`src/rtl/kvlp_pkg.sv`:
```
// Shared types, codes and character helpers for the key/value line parser.
package kvlp_pkg;

   localparam int LABEL_MAX_DEF = 16;
   localparam int VALUE_MAX_DEF = 40;

   // Result kinds
   localparam logic [1:0] KIND_LABEL = 2'd0;
   localparam logic [1:0] KIND_VALUE = 2'd1;
   localparam logic [1:0] KIND_DONE  = 2'd2;
   localparam logic [1:0] KIND_BAD   = 2'd3;

   // Characters with a special meaning
   localparam logic [7:0] CH_NUL  = 8'h00;
   localparam logic [7:0] CH_SUB  = 8'd26;
   localparam logic [7:0] CH_NL   = 8'h0A;
   localparam logic [7:0] CH_HASH = 8'h23;
   localparam logic [7:0] CH_EQ   = 8'h3D;
   localparam logic [7:0] CH_DASH = 8'h2D;

   function automatic logic blank_char(input logic [7:0] c);
      return (c == 8'd32) || ((c >= 8'd9) && (c <= 8'd13));
   endfunction

   function automatic logic [7:0] to_lower(input logic [7:0] c);
      logic [7:0] r;
      r = c;
      if ((c >= 8'h41) && (c <= 8'h5A)) begin
         r = c + 8'h20;
      end
      return r;
   endfunction

   // Controller to datapath commands
   typedef struct packed {
      logic       take_lab;   // take ch into the label buffer
      logic       take_val;   // take ch into the value buffer
      logic       first;      // the take starts a fresh buffer
      logic       clear;      // drop buffer counts and blank history
      logic       latch;      // capture finished lengths for readout
      logic       idx_clear;
      logic       idx_inc;
      logic       rd_lab;
      logic       rd_val;
      logic       load;       // load the output register
      logic [1:0] load_kind;
      logic       load_last;
      logic [7:0] ch;
   } kvlp_cmd_type;

   // Datapath to controller status
   typedef struct packed {
      logic lab_len_zero;   // finished label length is zero (live)
      logic val_len_zero;   // finished value length is zero (live)
      logic lab_at_end;     // readout index on the last label char
      logic val_at_end;     // readout index on the last value char
      logic emit_val_zero;  // captured value length is zero
      logic out_free;       // output register can take a request
   } kvlp_sts_type;

endpackage

```
`src/rtl/kvlp_datapath.sv`:
```
// Character buffers, length tracking, readout index and output register.
module kvlp_datapath import kvlp_pkg::*; #(
   parameter int LABEL_MAX = LABEL_MAX_DEF,
   parameter int VALUE_MAX = VALUE_MAX_DEF
) (
   input  logic         clock,
   input  logic         reset,
   input  kvlp_cmd_type cmd,
   output kvlp_sts_type sts,
   input  logic         rsp_tready,
   output logic         rsp_tvalid,
   output logic [7:0]   rsp_tdata,
   output logic [1:0]   rsp_tuser,
   output logic         rsp_tlast
);

   localparam int LCW = $clog2(LABEL_MAX + 1);
   localparam int VCW = $clog2(VALUE_MAX + 1);
   localparam int LAW = (LABEL_MAX > 1) ? $clog2(LABEL_MAX) : 1;
   localparam int VAW = (VALUE_MAX > 1) ? $clog2(VALUE_MAX) : 1;
   localparam int IW  = (LCW > VCW) ? LCW : VCW;
   localparam int IXW = IW + 1;

   logic [7:0] label_mem [LABEL_MAX];
   logic [7:0] value_mem [VALUE_MAX];

   logic [LCW-1:0] lab_cnt_ff, lab_cnt_in, lab_nulpos_ff, lab_nulpos_in, lab_len_ff, lab_len_in;
   logic           lab_lastb_ff, lab_lastb_in, lab_nul_ff, lab_nul_in;
   logic [VCW-1:0] val_cnt_ff, val_cnt_in, val_nulpos_ff, val_nulpos_in, val_len_ff, val_len_in;
   logic           val_lastb_ff, val_lastb_in, val_nul_ff, val_nul_in;
   logic           prev_blank_ff, prev_blank_in;
   logic [IW-1:0]  idx_ff, idx_in;
   logic [7:0]     lab_rd_ff, val_rd_ff;
   logic           rsp_valid_ff, rsp_valid_in;
   logic [7:0]     rsp_data_ff, rsp_data_in;
   logic [1:0]     rsp_kind_ff, rsp_kind_in;
   logic           rsp_last_ff, rsp_last_in;

   logic           ch_blank, ch_nul, pb_eff;
   logic [LCW-1:0] lab_cnt_eff, lab_fin;
   logic [VCW-1:0] val_cnt_eff, val_fin;
   logic           lab_nul_eff, val_nul_eff, lab_store, val_store;

   always_comb begin
      ch_blank    = blank_char(cmd.ch);
      ch_nul      = (cmd.ch == CH_NUL);
      pb_eff      = cmd.first ? 1'b0 : prev_blank_ff;
      lab_cnt_eff = cmd.first ? '0 : lab_cnt_ff;
      val_cnt_eff = cmd.first ? '0 : val_cnt_ff;
      lab_nul_eff = cmd.first ? 1'b0 : lab_nul_ff;
      val_nul_eff = cmd.first ? 1'b0 : val_nul_ff;
      lab_store   = cmd.take_lab && !(pb_eff && ch_blank) && (lab_cnt_eff < LCW'(LABEL_MAX));
      val_store   = cmd.take_val && !(pb_eff && ch_blank) && (val_cnt_eff < VCW'(VALUE_MAX));

      // Finished length: drop one trailing blank, cut at the first NUL
      if (lab_nul_ff) begin
         lab_fin = lab_nulpos_ff;
      end else if ((lab_cnt_ff != '0) && lab_lastb_ff) begin
         lab_fin = lab_cnt_ff - 1'b1;
      end else begin
         lab_fin = lab_cnt_ff;
      end
      if (val_nul_ff) begin
         val_fin = val_nulpos_ff;
      end else if ((val_cnt_ff != '0) && val_lastb_ff) begin
         val_fin = val_cnt_ff - 1'b1;
      end else begin
         val_fin = val_cnt_ff;
      end
   end

   always_comb begin
      lab_cnt_in    = lab_cnt_ff;
      lab_lastb_in  = lab_lastb_ff;
      lab_nul_in    = lab_nul_ff;
      lab_nulpos_in = lab_nulpos_ff;
      val_cnt_in    = val_cnt_ff;
      val_lastb_in  = val_lastb_ff;
      val_nul_in    = val_nul_ff;
      val_nulpos_in = val_nulpos_ff;
      prev_blank_in = prev_blank_ff;
      lab_len_in    = lab_len_ff;
      val_len_in    = val_len_ff;
      idx_in        = idx_ff;

      if (cmd.clear) begin
         lab_cnt_in    = '0;
         val_cnt_in    = '0;
         lab_nul_in    = 1'b0;
         val_nul_in    = 1'b0;
         prev_blank_in = 1'b0;
      end
      if (cmd.take_lab) begin
         prev_blank_in = ch_blank;
         lab_cnt_in    = lab_cnt_eff;
         lab_nul_in    = lab_nul_eff;
         if (lab_store) begin
            lab_cnt_in   = lab_cnt_eff + 1'b1;
            lab_lastb_in = ch_blank;
            if (ch_nul && !lab_nul_eff) begin
               lab_nul_in    = 1'b1;
               lab_nulpos_in = lab_cnt_eff;
            end
         end
      end
      if (cmd.take_val) begin
         prev_blank_in = ch_blank;
         val_cnt_in    = val_cnt_eff;
         val_nul_in    = val_nul_eff;
         if (val_store) begin
            val_cnt_in   = val_cnt_eff + 1'b1;
            val_lastb_in = ch_blank;
            if (ch_nul && !val_nul_eff) begin
               val_nul_in    = 1'b1;
               val_nulpos_in = val_cnt_eff;
            end
         end
      end
      if (cmd.latch) begin
         lab_len_in = lab_fin;
         val_len_in = val_fin;
      end
      if (cmd.idx_clear) begin
         idx_in = '0;
      end else if (cmd.idx_inc) begin
         idx_in = idx_ff + 1'b1;
      end
   end

   // Output register
   always_comb begin
      rsp_valid_in = rsp_valid_ff;
      rsp_data_in  = rsp_data_ff;
      rsp_kind_in  = rsp_kind_ff;
      rsp_last_in  = rsp_last_ff;
      if (cmd.load) begin
         rsp_valid_in = 1'b1;
         rsp_kind_in  = cmd.load_kind;
         rsp_last_in  = cmd.load_last;
         if (cmd.load_kind == KIND_LABEL) begin
            rsp_data_in = to_lower(lab_rd_ff);
         end else if (cmd.load_kind == KIND_VALUE) begin
            rsp_data_in = val_rd_ff;
         end else begin
            rsp_data_in = '0;
         end
      end else if (rsp_tready) begin
         rsp_valid_in = 1'b0;
      end
   end

   always_ff @(posedge clock) begin
      if (reset) begin
         lab_cnt_ff    <= '0;
         lab_lastb_ff  <= 1'b0;
         lab_nul_ff    <= 1'b0;
         val_cnt_ff    <= '0;
         val_lastb_ff  <= 1'b0;
         val_nul_ff    <= 1'b0;
         prev_blank_ff <= 1'b0;
         idx_ff        <= '0;
         rsp_valid_ff  <= 1'b0;
      end else begin
         lab_cnt_ff    <= lab_cnt_in;
         lab_lastb_ff  <= lab_lastb_in;
         lab_nul_ff    <= lab_nul_in;
         val_cnt_ff    <= val_cnt_in;
         val_lastb_ff  <= val_lastb_in;
         val_nul_ff    <= val_nul_in;
         prev_blank_ff <= prev_blank_in;
         idx_ff        <= idx_in;
         rsp_valid_ff  <= rsp_valid_in;
      end
   end

   always_ff @(posedge clock) begin
      lab_nulpos_ff <= lab_nulpos_in;
      val_nulpos_ff <= val_nulpos_in;
      lab_len_ff    <= lab_len_in;
      val_len_ff    <= val_len_in;
      rsp_data_ff   <= rsp_data_in;
      rsp_kind_ff   <= rsp_kind_in;
      rsp_last_ff   <= rsp_last_in;
   end

   always_ff @(posedge clock) begin
      if (lab_store) begin
         label_mem[lab_cnt_eff[LAW-1:0]] <= cmd.ch;
      end
      if (cmd.rd_lab) begin
         lab_rd_ff <= label_mem[idx_ff[LAW-1:0]];
      end
   end

   always_ff @(posedge clock) begin
      if (val_store) begin
         value_mem[val_cnt_eff[VAW-1:0]] <= cmd.ch;
      end
      if (cmd.rd_val) begin
         val_rd_ff <= value_mem[idx_ff[VAW-1:0]];
      end
   end

   always_comb begin
      sts.lab_len_zero  = (lab_fin == '0);
      sts.val_len_zero  = (val_fin == '0);
      sts.lab_at_end    = ((IXW'(idx_ff) + 1'b1) == IXW'(lab_len_ff));
      sts.val_at_end    = ((IXW'(idx_ff) + 1'b1) == IXW'(val_len_ff));
      sts.emit_val_zero = (val_len_ff == '0);
      sts.out_free      = !rsp_valid_ff || rsp_tready;
   end

   assign rsp_tvalid = rsp_valid_ff;
   assign rsp_tdata  = rsp_data_ff;
   assign rsp_tuser  = rsp_kind_ff;
   assign rsp_tlast  = rsp_last_ff;

endmodule

```
`src/rtl/kvlp_controller.sv`:
```
// Parse phase tracking and readout sequencing for the key/value line parser.
module kvlp_controller import kvlp_pkg::*; (
   input  logic         clock,
   input  logic         reset,
   input  logic         req_tvalid,
   output logic         req_tready,
   input  logic         req_mode,
   input  logic [7:0]   req_ch,
   input  kvlp_sts_type sts,
   output kvlp_cmd_type cmd
);

   localparam logic [2:0] S_IDLE = 3'd0;
   localparam logic [2:0] S_LRD  = 3'd1;
   localparam logic [2:0] S_LOUT = 3'd2;
   localparam logic [2:0] S_VRD  = 3'd3;
   localparam logic [2:0] S_VOUT = 3'd4;
   localparam logic [2:0] S_STAT = 3'd5;

   localparam logic [2:0] PH_SKIP    = 3'd0;
   localparam logic [2:0] PH_COMMENT = 3'd1;
   localparam logic [2:0] PH_LABEL   = 3'd2;
   localparam logic [2:0] PH_PREVAL  = 3'd3;
   localparam logic [2:0] PH_VALUE   = 3'd4;
   localparam logic [2:0] PH_IGNORE  = 3'd5;

   logic [2:0] state_ff, state_in;
   logic [2:0] phase_ff, phase_in;
   logic       end_ff, end_in;
   logic [1:0] stat_ff, stat_in;
   logic       accept, ch_blank;
   logic [7:0] ch_m;

   assign req_tready = (state_ff == S_IDLE);
   assign accept     = req_tvalid && req_tready;
   assign ch_m       = (req_ch == CH_SUB) ? CH_NL : req_ch;
   assign ch_blank   = blank_char(ch_m);

   always_comb begin
      cmd      = '0;
      cmd.ch   = ch_m;
      state_in = state_ff;
      phase_in = phase_ff;
      end_in   = end_ff;
      stat_in  = stat_ff;

      unique case (state_ff)
         S_IDLE: begin
            if (accept && req_mode) begin
               // End of text: flush an open value, then report status
               cmd.clear     = 1'b1;
               cmd.latch     = 1'b1;
               cmd.idx_clear = 1'b1;
               phase_in      = PH_SKIP;
               end_in        = 1'b1;
               stat_in       = ((phase_ff == PH_LABEL) || (phase_ff == PH_PREVAL)) ?
                               KIND_BAD : KIND_DONE;
               if ((phase_ff == PH_VALUE) && !sts.lab_len_zero) begin
                  state_in = S_LRD;
               end else if ((phase_ff == PH_VALUE) && !sts.val_len_zero) begin
                  state_in = S_VRD;
               end else begin
                  state_in = S_STAT;
               end
            end else if (accept) begin
               unique case (phase_ff)
                  PH_COMMENT: begin
                     if (ch_m == CH_NL) begin
                        phase_in = PH_SKIP;
                     end
                  end
                  PH_LABEL: begin
                     if ((ch_m == CH_EQ) || (ch_m == CH_DASH)) begin
                        phase_in = PH_PREVAL;
                     end else begin
                        cmd.take_lab = 1'b1;
                     end
                  end
                  PH_PREVAL: begin
                     if (!ch_blank) begin
                        cmd.take_val = 1'b1;
                        cmd.first    = 1'b1;
                        phase_in     = PH_VALUE;
                     end
                  end
                  PH_VALUE: begin
                     if (ch_m == CH_NL) begin
                        // Line end: read the setting out of the buffers that are not empty
                        cmd.clear     = 1'b1;
                        cmd.latch     = 1'b1;
                        cmd.idx_clear = 1'b1;
                        phase_in      = PH_SKIP;
                        end_in        = 1'b0;
                        if (!sts.lab_len_zero) begin
                           state_in = S_LRD;
                        end else if (!sts.val_len_zero) begin
                           state_in = S_VRD;
                        end
                     end else begin
                        cmd.take_val = 1'b1;
                     end
                  end
                  PH_IGNORE: begin
                  end
                  default: begin
                     if (ch_m == CH_NUL) begin
                        phase_in = PH_IGNORE;
                     end else if (ch_m == CH_HASH) begin
                        phase_in = PH_COMMENT;
                     end else if (!ch_blank) begin
                        cmd.take_lab = 1'b1;
                        cmd.first    = 1'b1;
                        phase_in     = PH_LABEL;
                     end else begin
                        phase_in = PH_SKIP;
                     end
                  end
               endcase
            end
         end
         S_LRD: begin
            cmd.rd_lab = 1'b1;
            state_in   = S_LOUT;
         end
         S_LOUT: begin
            if (sts.out_free) begin
               cmd.load      = 1'b1;
               cmd.load_kind = KIND_LABEL;
               cmd.load_last = sts.lab_at_end && sts.emit_val_zero && !end_ff;
               if (sts.lab_at_end) begin
                  cmd.idx_clear = 1'b1;
                  if (!sts.emit_val_zero) begin
                     state_in = S_VRD;
                  end else if (end_ff) begin
                     state_in = S_STAT;
                  end else begin
                     state_in = S_IDLE;
                  end
               end else begin
                  cmd.idx_inc = 1'b1;
                  state_in    = S_LRD;
               end
            end
         end
         S_VRD: begin
            cmd.rd_val = 1'b1;
            state_in   = S_VOUT;
         end
         S_VOUT: begin
            if (sts.out_free) begin
               cmd.load      = 1'b1;
               cmd.load_kind = KIND_VALUE;
               cmd.load_last = sts.val_at_end && !end_ff;
               if (sts.val_at_end) begin
                  state_in = end_ff ? S_STAT : S_IDLE;
               end else begin
                  cmd.idx_inc = 1'b1;
                  state_in    = S_VRD;
               end
            end
         end
         S_STAT: begin
            if (sts.out_free) begin
               cmd.load      = 1'b1;
               cmd.load_kind = stat_ff;
               cmd.load_last = 1'b1;
               state_in      = S_IDLE;
            end
         end
         default: begin
            state_in = S_IDLE;
         end
      endcase
   end

   always_ff @(posedge clock) begin
      if (reset) begin
         state_ff <= S_IDLE;
         phase_ff <= PH_SKIP;
         end_ff   <= 1'b0;
         stat_ff  <= KIND_DONE;
      end else begin
         state_ff <= state_in;
         phase_ff <= phase_in;
         end_ff   <= end_in;
         stat_ff  <= stat_in;
      end
   end

`ifndef NO_ASSERTIONS
   a_load_free: assert property (@(posedge clock) disable iff (reset)
      cmd.load |-> sts.out_free)
      else $error("output register loaded while busy");

   a_stat_phase: assert property (@(posedge clock) disable iff (reset)
      (state_ff == S_STAT) |-> (phase_ff == PH_SKIP))
      else $error("status pending with parse phase not restarted");

   a_latch_src: assert property (@(posedge clock) disable iff (reset)
      cmd.latch |-> (accept && (req_mode || (phase_ff == PH_VALUE))))
      else $error("lengths captured outside a setting end");

   a_no_take_busy: assert property (@(posedge clock) disable iff (reset)
      (state_ff != S_IDLE) |-> !(cmd.take_lab || cmd.take_val))
      else $error("buffer written during readout");
`endif

endmodule

```
`src/rtl/key_value_line_parser_core.sv`:
```
// Top level of the key/value line parser: phase controller plus buffer datapath.
// A byte that ends no setting is taken while idle: one request per cycle between
// readouts. After a line end or end marker, each label or value char passes a
// buffer memory read, then an output register load, and a status one more load.
// Input stays stalled while a setting is read out of the buffer memories.
// Reset (synchronous, active high) clears phase, counts and the output valid.
module key_value_line_parser_core import kvlp_pkg::*; #(
   parameter int LABEL_MAX = LABEL_MAX_DEF,
   parameter int VALUE_MAX = VALUE_MAX_DEF
) (
   input  logic       clock,
   input  logic       reset,
   input  logic       req_tvalid,
   output logic       req_tready,
   input  logic [7:0] req_tdata,   // [7:0] ch
   input  logic       req_tuser,   // [0] mode (1 = end of text)
   output logic       rsp_tvalid,
   input  logic       rsp_tready,
   output logic [7:0] rsp_tdata,   // [7:0] out_char
   output logic [1:0] rsp_tuser,   // [1:0] kind
   output logic       rsp_tlast
);

   kvlp_cmd_type cmd;
   kvlp_sts_type sts;

   // Controller owns the parse phase and sequences each readout
   kvlp_controller u_ctrl (
      .clock      (clock),
      .reset      (reset),
      .req_tvalid (req_tvalid),
      .req_tready (req_tready),
      .req_mode   (req_tuser),
      .req_ch     (req_tdata),
      .sts        (sts),
      .cmd        (cmd)
   );

   // Datapath holds the buffers, length trackers and the output register
   kvlp_datapath #(
      .LABEL_MAX (LABEL_MAX),
      .VALUE_MAX (VALUE_MAX)
   ) u_dp (
      .clock      (clock),
      .reset      (reset),
      .cmd        (cmd),
      .sts        (sts),
      .rsp_tready (rsp_tready),
      .rsp_tvalid (rsp_tvalid),
      .rsp_tdata  (rsp_tdata),
      .rsp_tuser  (rsp_tuser),
      .rsp_tlast  (rsp_tlast)
   );

endmodule
```
`config.mk`:
```
export PLATFORM = sky130hd
export DESIGN_NAME = key_value_line_parser_core
export DESIGN_NICKNAME = d
export VERILOG_FILES = /design/src/rtl/kvlp_pkg.sv /design/src/rtl/kvlp_datapath.sv /design/src/rtl/kvlp_controller.sv /design/src/rtl/key_value_line_parser_core.sv
export SDC_FILE = /design/constraint.sdc
export NUM_CORES = 1
export LEC_CHECK = 0
export BUFFER_PORTS_ARGS = -buffer_cell sky130_fd_sc_hd__buf_2
export CORE_MARGIN = 5
export CORE_UTILIZATION = 57
export CTS_CLUSTER_SIZE = 40
export DETAILED_ROUTE_END_ITERATION = 7
export GPL_ROUTABILITY_DRIVEN = 1
export GPL_TIMING_DRIVEN = 0
export PLACE_DENSITY = 0.87
export SLEW_MARGIN = 20
export SYNTH_ARGS = -nofsm -noshare
export SYNTH_HDL_FRONTEND = slang
export SYNTH_SLANG_ARGS = --single-unit
```
`constraint.sdc`:
```
create_clock -name clock -period 3.9 [get_ports clock]
set_input_delay 0.78 -clock clock [delete_from_list [all_inputs] [get_ports clock]]
set_output_delay 0.78 -clock clock [all_outputs]
set_load 0.03 [all_outputs]
```
==> flow_summary.yaml, run 1 <==
final_layout:
  area_growth_pct: 14.3
  fin_nets: 1387
  stdcell_area_um2: 25200
  drive_above_1_share_pct: 25.6
  antennaDiodeCount: 0
  final_common_cell: "edfxtp_1"
  layout_common_cells: "497 x edfxtp_1, 136 x mux4_2, 61 x nand2_1"
timing:
  final-max-slew-violation-count: 0
  hold_viol: 0
  finalCritPeriodShare_pct: 105
  fmax_mhz: 243
  rsz0062_at_grt: "yes"
  finalClockSkew_ns: 0.0301
  slew_headroom_pct: 20.5
  fin_crit_ns: 4.11
  finalSetupViolCount: 65
  worst_pin_slew_ns: 1.18
  fin_ws_ns: -0.211
place:
  place_hpwl_um: 34500
  finalWeightedCongestion: 0.947
  place_area_um2: 23300
  port_buffers: 22
floorplan:
  num_rows: 72
  io_pins: 26
  start_util_pct: 57.4
  die_y_um: 207
  die_area_um2: 42700
  dieWidth_um: 207
  core_um2: 38500
synthesis:
  syn_inst: 1267
  ys_seq_area_share_pct: 70.5
  yosys_register_bits: 528
  ys.flop_type: "edfxtp_1"
  synth_compound_area_share_pct: 4.75
  synth_area_um2: 22100
  synth-simple-area-share_pct: 7.10
  async_flop_share_pct: 0
  synth_xor_area_share_pct: 0.556
  syn_avg_cell_area_um2: 17.4
  synth_top_family_by_area: "multiplexers"
  muxShareOfSynthArea_pct: 14.5
  synth_warnings: 0
  synth-adder-area-share_pct: 0.613
  synth.distinct_cells: 75
  syn_nets: 1290
  synth_edf_count: 497
hold_path:
  min_path_type: "reg2reg"
  min_to: "u_dp.lab_cnt_ff[0]"
  min_from: "u_dp.lab_cnt_ff[0]"
  holdPathStages: 1
critical_path:
  cp-end-kind: "flip-flop"
  critPathMaxFanout: 9
  rr_startpoint: "u_ctrl.state_ff[0]"
  ff2ff_setup_slack_ns: -0.21
  crit_type: "reg2reg"
  r2r_end: "u_dp.value_mem[13][0]"
  arrival_ns: 4.31
  worstPathRequired_ns: 4.10
  reg2reg_depth: 10
  setup.worst_path.start_class: "flip-flop"
drt:
  ant_nets: 0
  wl_per_cell_um: 29.6
  viasPerCell: 7.01
  via_count: 13467
  drc: 0
  routed_wl_um: 56800
  drtPass1Iterations: 7
  dr.first_iter.drc_count: 2427
clock_tree:
  htree_levels: 2
  insertion_delay_ns: 0.58
  cts_hold_buf: 0
  cts_tree: "done"
  root_buffer: "clkbuf_16"
  ctsLongestPathBuffers: 3
  numCtsBuffers: 49
  clkTransAtPathRegs_ns: 0.07
  clock-sinks: 528
outcome:
  status: "complete, but fails checks"
  violations: "setup timing"
power:
  ir_drop_v: 0.000338
  power_density_nw_per_um2: 549
  cellLeakagePower_nw: 7.87
  finalPower_w: 0.0138
grt:
  grt_pass1_wl_um: 83000
  grt_start_max_net_pins: 41
  overflow: 0
  track_usage_pct: 26.1
  antenna_found_initial: 1
  grt_pass1_vias: 13216
job:
  max_cap_violations: 0
## worst max-delay path by stage
stage                  startpoint                     to  slack, ns  cells past startpoint
6_report       u_ctrl.state_ff[0]  u_dp.value_mem[13][0]      -0.21                     10
2_1_floorplan        req_tdata[1]  u_dp.value_mem[36][0]       0.11                     10
5_1_grt        u_ctrl.state_ff[0]  u_dp.value_mem[10][4]      -0.27                     10
3_5_place_dp         req_tdata[3]   u_dp.label_mem[3][7]      -0.75                     13
3_3_place_gp         req_tdata[3]  u_dp.value_mem[29][4]      -1.11                     10
4_1_cts        u_ctrl.state_ff[0]   u_dp.label_mem[0][2]      -0.24                     10
## logic make-up after synthesis
logic type / Yosys count
flip-flops: 528
AND/OR/NAND/NOR: 296
AO/OA/AOI/OAI: 156
multiplexers: 149
buffers and inverters: 113
XOR/XNOR: 14
adder cells (fa/ha/maj): 11
## worst max-delay path: stages, from the launching register on
cell and delay [ns]:
dfxtp_1 0.31, buf_2 0.19, nor3_4 0.40, nand3b_2 0.27
or3b_1 0.42, buf_2 0.18, a211oi_2 0.35, o22ai_1 0.24
or4_1 0.49, clkbuf_1 0.26, nor3_2 0.62
## final cells by class
class / count / area, µm²
Buffer: 79 / 349
Clock buffer: 67 / 1370
Clock inverter: 23 / 264
Fill cell: 2326 / 13200
Inverter: 34 / 128
Multi-Input combinational cell: 626 / 6440
Sequential cell: 528 / 15500
Tap cell: 518 / 648
Timing Repair Buffer: 46 / 483
## synth_stat cells (all sizes together), types with 7 or more instances
cell type    n  share of area [%]
and2         8               0.23
a21oi       50                1.1
nand2b       9               0.26
nor3        45                1.1
nor2b       13               0.37
buf         27               0.59
nand2       64                1.1
or3         15               0.43
nand3       19               0.45
xnor2        9               0.36
o31ai        7               0.26
and3         9               0.26
clkbuf      52               0.88
nor2        59                1.0
edfxtp     497                 68
a211oi      16               0.62
o21ai       27               0.61
ha          10               0.57
mux2i       13               0.59
inv         34               0.58
dfxtp       31                2.8
nor4        16               0.52
mux4       136                 14
## through the flow
step           utilization (%)  setup slack [ns]  hold WS [ns]  std cells  TNS (ns)
2_1_floorplan                -             0.105         0.453       1267         0
3_3_place_gp              59.3             -1.11         0.519       1807   -187.48
3_5_place_dp              60.5            -0.752         0.523       1825   -111.82
4_1_cts                   64.8            -0.244         0.531       1915     -7.46
5_1_grt                   65.6            -0.274         0.555       1921    -14.20
6_report                  65.6            -0.211         0.543       1921    -10.60
## where the power goes
part	switching [W]	internal (W)	total, W
logic	0.00150	0.000924	0.00243
registers	0.000101	0.00644	0.00654
clock network	0.00208	0.00279	0.00488
total	0.00368	0.0102	0.0138
## what timing repair did
item	CTS	global route
pin swaps	0	7
setup buffers	0	6
endpoints found under the setup margin	89	299
gates resized for setup	8	44
hold endpoints to repair	0	0
cloned	0	0
## sequential cells by signal, indices dropped and copies added (netlist names), 2 cells and up
signal / cells
u_ctrl.phase_ff: 3
u_ctrl.state_ff: 3
u_dp.idx_ff: 6
u_dp.lab_cnt_ff: 5
u_dp.lab_len_ff: 5
u_dp.lab_nulpos_ff: 5
u_dp.lab_rd_ff: 8
u_dp.label_mem: 128
u_dp.rsp_tdata: 8
u_dp.rsp_tuser: 2
u_dp.val_cnt_ff: 6
u_dp.val_len_ff: 6
u_dp.val_nulpos_ff: 6
u_dp.val_rd_ff: 8
u_dp.value_mem: 320
## routing by layer
| metal | routed length (µm) | up-vias | global-route usage (%) |
|---|---|---|---|
| li1 | - | 5322 | - |
| met1 | 19700 | 6613 | 35.3 |
| met2 | 27500 | 1260 | 42.7 |
| met3 | 6740 | 272 | 5.84 |
| met4 | 2880 | 0 | 9.28 |
| met5 | 0 | - | 0 |
Power figures use the tool's default switching activity.
==> run 2, diff against run 1 <==
- CORE_ASPECT_RATIO: unset -> 1.1
==> run 2 against run 1 <==
Net effect: the run ends with DRC, setup timing left; worst setup slack better by 0.15 ns; via count up 1.1%; sequential share of layout area down 0.37 points; fmax up 3.9%; power down 0.23%; combinational power up 4%.
==> flow_summary.yaml, run 2 (same netlist as run 1, synthesis figures left out) <==
grt:
  track_usage_pct: 26.7
  grt_pass1_vias: 13470
  grt_start_max_net_pins: 41
  grt_pass1_wl_um: 85800
  overflow: 0
  antenna_found_initial: 1
clock_tree:
  clock-sinks: 528
  insertion_delay_ns: 0.60
  root_buffer: "clkbuf_16"
  cts_tree: "done"
  ctsLongestPathBuffers: 3
  numCtsBuffers: 48
  htree_levels: 2
  clkTransAtPathRegs_ns: 0.07
  cts_hold_buf: 0
timing:
  finalSetupViolCount: 49
  fin_ws_ns: -0.0586
  slew_headroom_pct: 15.2
  fmax_mhz: 253
  finalCritPeriodShare_pct: 102
  fin_crit_ns: 3.96
  worst_pin_slew_ns: 1.27
  final-max-slew-violation-count: 0
  rsz0062_at_grt: "yes"
  whs_ns: 0.552
  tns_ns: -1.63
  finalClockSkew_ns: 0.0367
  hold_viol: 0
place:
  place_area_um2: 23200
  dp_cells: 1807
  port_buffers: 22
  finalWeightedCongestion: 0.914
  place_hpwl_um: 34900
drt:
  dr.first_iter.drc_count: 2190
  drc: 31
  ant_nets: 0
  drtPass1Iterations: 8
  viasPerCell: 7.12
  wl_per_cell_um: 31.0
  routed_wl_um: 59400
  via_count: 13619
final_layout:
  layout_common_cells: "497 x edfxtp_1, 136 x mux4_2, 62 x nand2_1"
  area_growth_pct: 15.0
  stdcell_area_um2: 25400
  final_cells: 1914
  fin_nets: 1396
  largest_reg_flops: 320
  drive_above_1_share_pct: 26.3
  multi_input_area_um2: 6490
  seqCellArea_um2: 15500
  fill_cells: 2219
  final_common_cell: "edfxtp_1"
floorplan:
  dieWidth_um: 198
  num_rows: 75
  io_pins: 26
  start_util_pct: 57.8
  core_um2: 38200
  die_area_um2: 42700
  die_y_um: 216
hold_path:
  min_path_type: "reg2reg"
critical_path:
  worstPathRequired_ns: 4.12
  arrival_ns: 4.18
  critPathMaxFanout: 10
  crit_type: "in2reg"
  cp-end-kind: "flip-flop"
  setup.worst_path.start_class: "input pin"
power:
  power_density_nw_per_um2: 544
  cellLeakagePower_nw: 7.99
  ir_drop_v: 0.000548
outcome:
  status: "complete, but fails checks"
  violations: "DRC, setup timing"
job:
  max_cap_violations: 0
## run 2: changes by cell type in the layout (fill, tap and decap cells not counted), moves of 3 or more
cell,previous run,this run
clkinv_4,1,4
nor2_2,7,4
buf_12,9,16
nor4_2,10,6
nor4_4,2,5
clkbuf_1,51,48
## run 2: critical path: stages
cell and delay, ns:
clkbuf_1 0.18, or3_1 0.38, a211oi_1 0.41, o31a_1 0.29
or3_1 0.12, buf_2 0.26, nand2_1 0.31, inv_1 0.52
nand3_2 0.25, nor2_1 0.66
## run 2: through the flow
| step | worst slack (ns) | power (W) | util (%) |
|---|---|---|---|
| final | -0.0586 | 0.0138 | 66.5 |
| after global routing | -0.181 | 0.0142 | 66.4 |
| after CTS | -0.199 | 0.0136 | 65.4 |
| after detailed placement | -0.883 | 0.00894 | 60.8 |
| after global placement | -1.13 | 0.00881 | 59.7 |
| after floorplan | 0.105 | 0.00824 | - |
## run 2: final timing paths
kind | cells after the start | slack [ns] | from | endpoint
worst max-delay path | 10 | -0.06 | req_tdata[1] | u_dp.label_mem[15][7]
worst min-delay path | 2 | 0.55 | u_dp.val_nulpos_ff[0] | u_dp.val_len_ff[0]
worst max register to register | 10 | -0.06 | u_ctrl.state_ff[0] | u_dp.label_mem[15][7]
worst min register to register | 2 | 0.55 | u_dp.val_nulpos_ff[0] | u_dp.val_len_ff[0]
## run 2: area by class of cell
type,instances,share of cell area [%]
sequential,528,61.3
timing repair buffer,56,2.62
buffer,79,1.36
clock inverter,25,0.917
inverter,34,0.503
antenna,2,0.0197
multi-input combinational,626,25.6
tap,500,2.47
clock buffer,64,5.29
## run 2: repair_timing
item,CTS,global route
gates cloned,0,0
endpoints found under the hold margin,0,0
buffers inserted,0,16
endpoints found under the setup margin,258,367
pin swaps,0,15
gates resized for setup,34,31
## run 2: metal layers
| metal | vias up | routed length, µm | track usage (%) |
|---|---|---|---|
| met5 | - | 0 | 0 |
| met4 | 0 | 4600 | 12.1 |
| met3 | 373 | 6870 | 4.61 |
| met2 | 1285 | 28500 | 44.1 |
| met1 | 6611 | 19400 | 35.2 |
| li1 | 5350 | - | - |
## run 2: power by group
group | switching, W | internal, W | leakage, nW
sequential | 0.000110 | 0.00644 | 4.73
clock | 0.00210 | 0.00264 | 0.765
combinational | 0.00155 | 0.000966 | 2.49
total | 0.00377 | 0.0100 | 7.99
==> run 3, diff against run 2 <==
- CORE_ASPECT_RATIO: 1.1 -> 1.5
==> run 3 against run 2 <==
Net effect: the run still ends with DRC, setup timing left; routed wire length down 1.7%; critical path type is now reg2reg; via count shrank 1.2%; global-route usage decreased by 0.45 points; register-to-register slack got worse by 0.03 ns; critical endpoint is now u_dp.lab_cnt_ff[2]; cell count shrank 1.0%; first-iteration DRC count shrank 6.7%; sequential share of layout area rose by 0.57 points.
==> flow_summary.yaml, run 3 (same netlist as run 1, synthesis figures left out) <==
place:
  dp_slack_ns: -1.03
  finalWeightedCongestion: 0.898
  port_buffers: 22
  place_hpwl_um: 35800
final_layout:
  antennaDiodeCount: 0
  drive_above_1_share_pct: 25.9
  final_common_cell: "edfxtp_1"
  layout_common_cells: "497 x edfxtp_1, 136 x mux4_2, 60 x nand2_1"
  largest_reg_flops: 320
  area_growth_pct: 14.0
  fill_cells: 2303
  fin_nets: 1388
critical_path:
  critPathMaxFanout: 10
  crit_top_cell: "buf_2"
  arrival_ns: 4.43
  setup.worst_path.start_class: "flip-flop"
  crit_path_cell_trace: "buf_2 -> nor3_4 -> or4b_1 -> o31a_1 -> or3_1 -> buf_2 -> buf_2 -> nand2_1 -> inv_1 -> ha_1 -> inv_1 -> nor3_1 -> o31a_1 -> o32ai_1"
  cpMaxStageDelayCell: "or4b_1"
  slowest_delay_ns: 0.55
  worstPathRequired_ns: 4.34
  ff2ff_setup_slack_ns: -0.08
  reg2reg_depth: 14
  crit_type: "reg2reg"
  r2r_end: "u_dp.lab_cnt_ff[2]"
  cp-end-kind: "flip-flop"
  rr_startpoint: "u_ctrl.state_ff[0]"
clock_tree:
  clock-sinks: 528
  cts_tree: "done"
  insertion_delay_ns: 0.57
  clkTransAtPathRegs_ns: 0.07
  numCtsBuffers: 44
  ctsLongestPathBuffers: 3
  htree_levels: 2
  root_buffer: "clkbuf_16"
drt:
  wl_per_cell_um: 30.8
  drc: 17
  routed_wl_um: 58300
  viasPerCell: 7.11
  ant_nets: 0
  via_count: 13457
  dr.first_iter.drc_count: 2043
  drtPass1Iterations: 8
power:
  ir_drop_v: 0.000550
  finalPower_w: 0.0137
  power_density_nw_per_um2: 544
  cellLeakagePower_nw: 7.82
floorplan:
  start_util_pct: 57.4
  core_um2: 38400
  num_rows: 88
  dieWidth_um: 171
  io_pins: 26
  die_y_um: 251
  die_area_um2: 42800
timing:
  slew_headroom_pct: 26.6
  fin_ws_ns: -0.0848
  fin_crit_ns: 3.98
  finalCritPeriodShare_pct: 102
  worst_pin_slew_ns: 1.09
  final-max-slew-violation-count: 0
  hold_viol: 0
  rsz0062_at_grt: "yes"
  finalSetupViolCount: 59
  fmax_mhz: 251
  finalClockSkew_ns: 0.0299
grt:
  antenna_found_initial: 1
  grt_pass1_vias: 13253
  grt_use_met2_pct: 45.2
  top_usage_layer: "met2"
  grt_start_max_net_pins: 41
  met3_usage_pct: 4.23
  use_met1_pct: 32.0
  track_usage_pct: 26.3
  overflow: 0
  grt_pass1_wl_um: 83500
hold_path:
  min_path_type: "reg2reg"
  holdPathStages: 1
  min_from: "u_dp.lab_cnt_ff[0]"
  min_to: "u_dp.lab_cnt_ff[0]"
outcome:
  status: "complete, but fails checks"
  violations: "DRC, setup timing"
job:
  max_cap_violations: 0
-- run 3: cell count changes in the layout (fill, tap and decap cells not counted), moves of 4 or more --
cell	previous run	this run
buf_12	16	11
buf_2	48	43
buf_4	4	11
bufinv_16	3	7
clkbuf_16	49	45
clkbuf_8	6	1
clkinv_4	4	0
nor2_2	4	9
-- run 3: layout make-up --
type                    instances  area, µm²  area share [%]
inverters                      34        128           0.508
clock buffers                  54       1170            4.65
flip-flops and latches        528      15500            61.8
repair buffers                 52        566            2.25
clock inverters                26        317            1.26
well taps                     495        619            2.46
multi-input cells             626       6450            25.7
plain buffers                  79        349            1.39
-- run 3: worst max path at each step --
stage	start	end
5_1_grt	u_ctrl.state_ff[0]	u_dp.value_mem[10][6]
2_1_floorplan	req_tdata[1]	u_dp.value_mem[36][0]
3_3_place_gp	req_tdata[1]	u_dp.value_mem[37][6]
6_report	u_ctrl.state_ff[0]	u_dp.lab_cnt_ff[2]
4_1_cts	u_ctrl.state_ff[0]	u_dp.label_mem[2][7]
3_5_place_dp	req_tdata[3]	u_dp.label_mem[11][0]
-- run 3: report_power, final --
part           switching, W  leakage, nW  internal, W
sequential         0.000112         4.73      0.00643
combinational       0.00153         2.37     0.000960
clock               0.00203        0.719      0.00261
-- run 3: metal layers --
layer  wire length [µm]  part of all wire [%]
met3               5780                   9.9
met1              18500                    32
met5                 13                 0.022
met2              29500                    51
met4               4580                   7.9
-- run 3: per-stage QoR --
step | hold slack, ns | area [µm²] | TNS, ns | cells | utilization [%]
after floorplan | 0.453 | 22100 | 0 | 1267 | -
after global placement | 0.512 | 22800 | -221.35 | 1784 | 59.3
after detailed placement | 0.526 | 23200 | -169.18 | 1802 | 60.4
after CTS | 0.538 | 24800 | -4.18 | 1882 | 64.5
after global routing | 0.599 | 25100 | -8.89 | 1894 | 65.4
final | 0.609 | 25100 | -2.04 | 1894 | 65.4
-- run 3: critical path, delay by kind of cell (launching register included) --
family                   cells  cell delay, ns
adder cells (fa/ha/maj)      1            0.27
AND/OR/NAND/NOR              5            1.52
buffers and inverters        5            1.00
flip-flops                   1            0.31
AO/OA/AOI/OAI                3            0.77
-- run 3: repair_timing --
action / 4_1_cts / 5_1_grt
endpoints found under the setup margin: 297 / 274
pin swaps: 0 / 11
setup buffers: 0 / 12
gates resized for setup: 24 / 34
hold buffers: 0 / 0
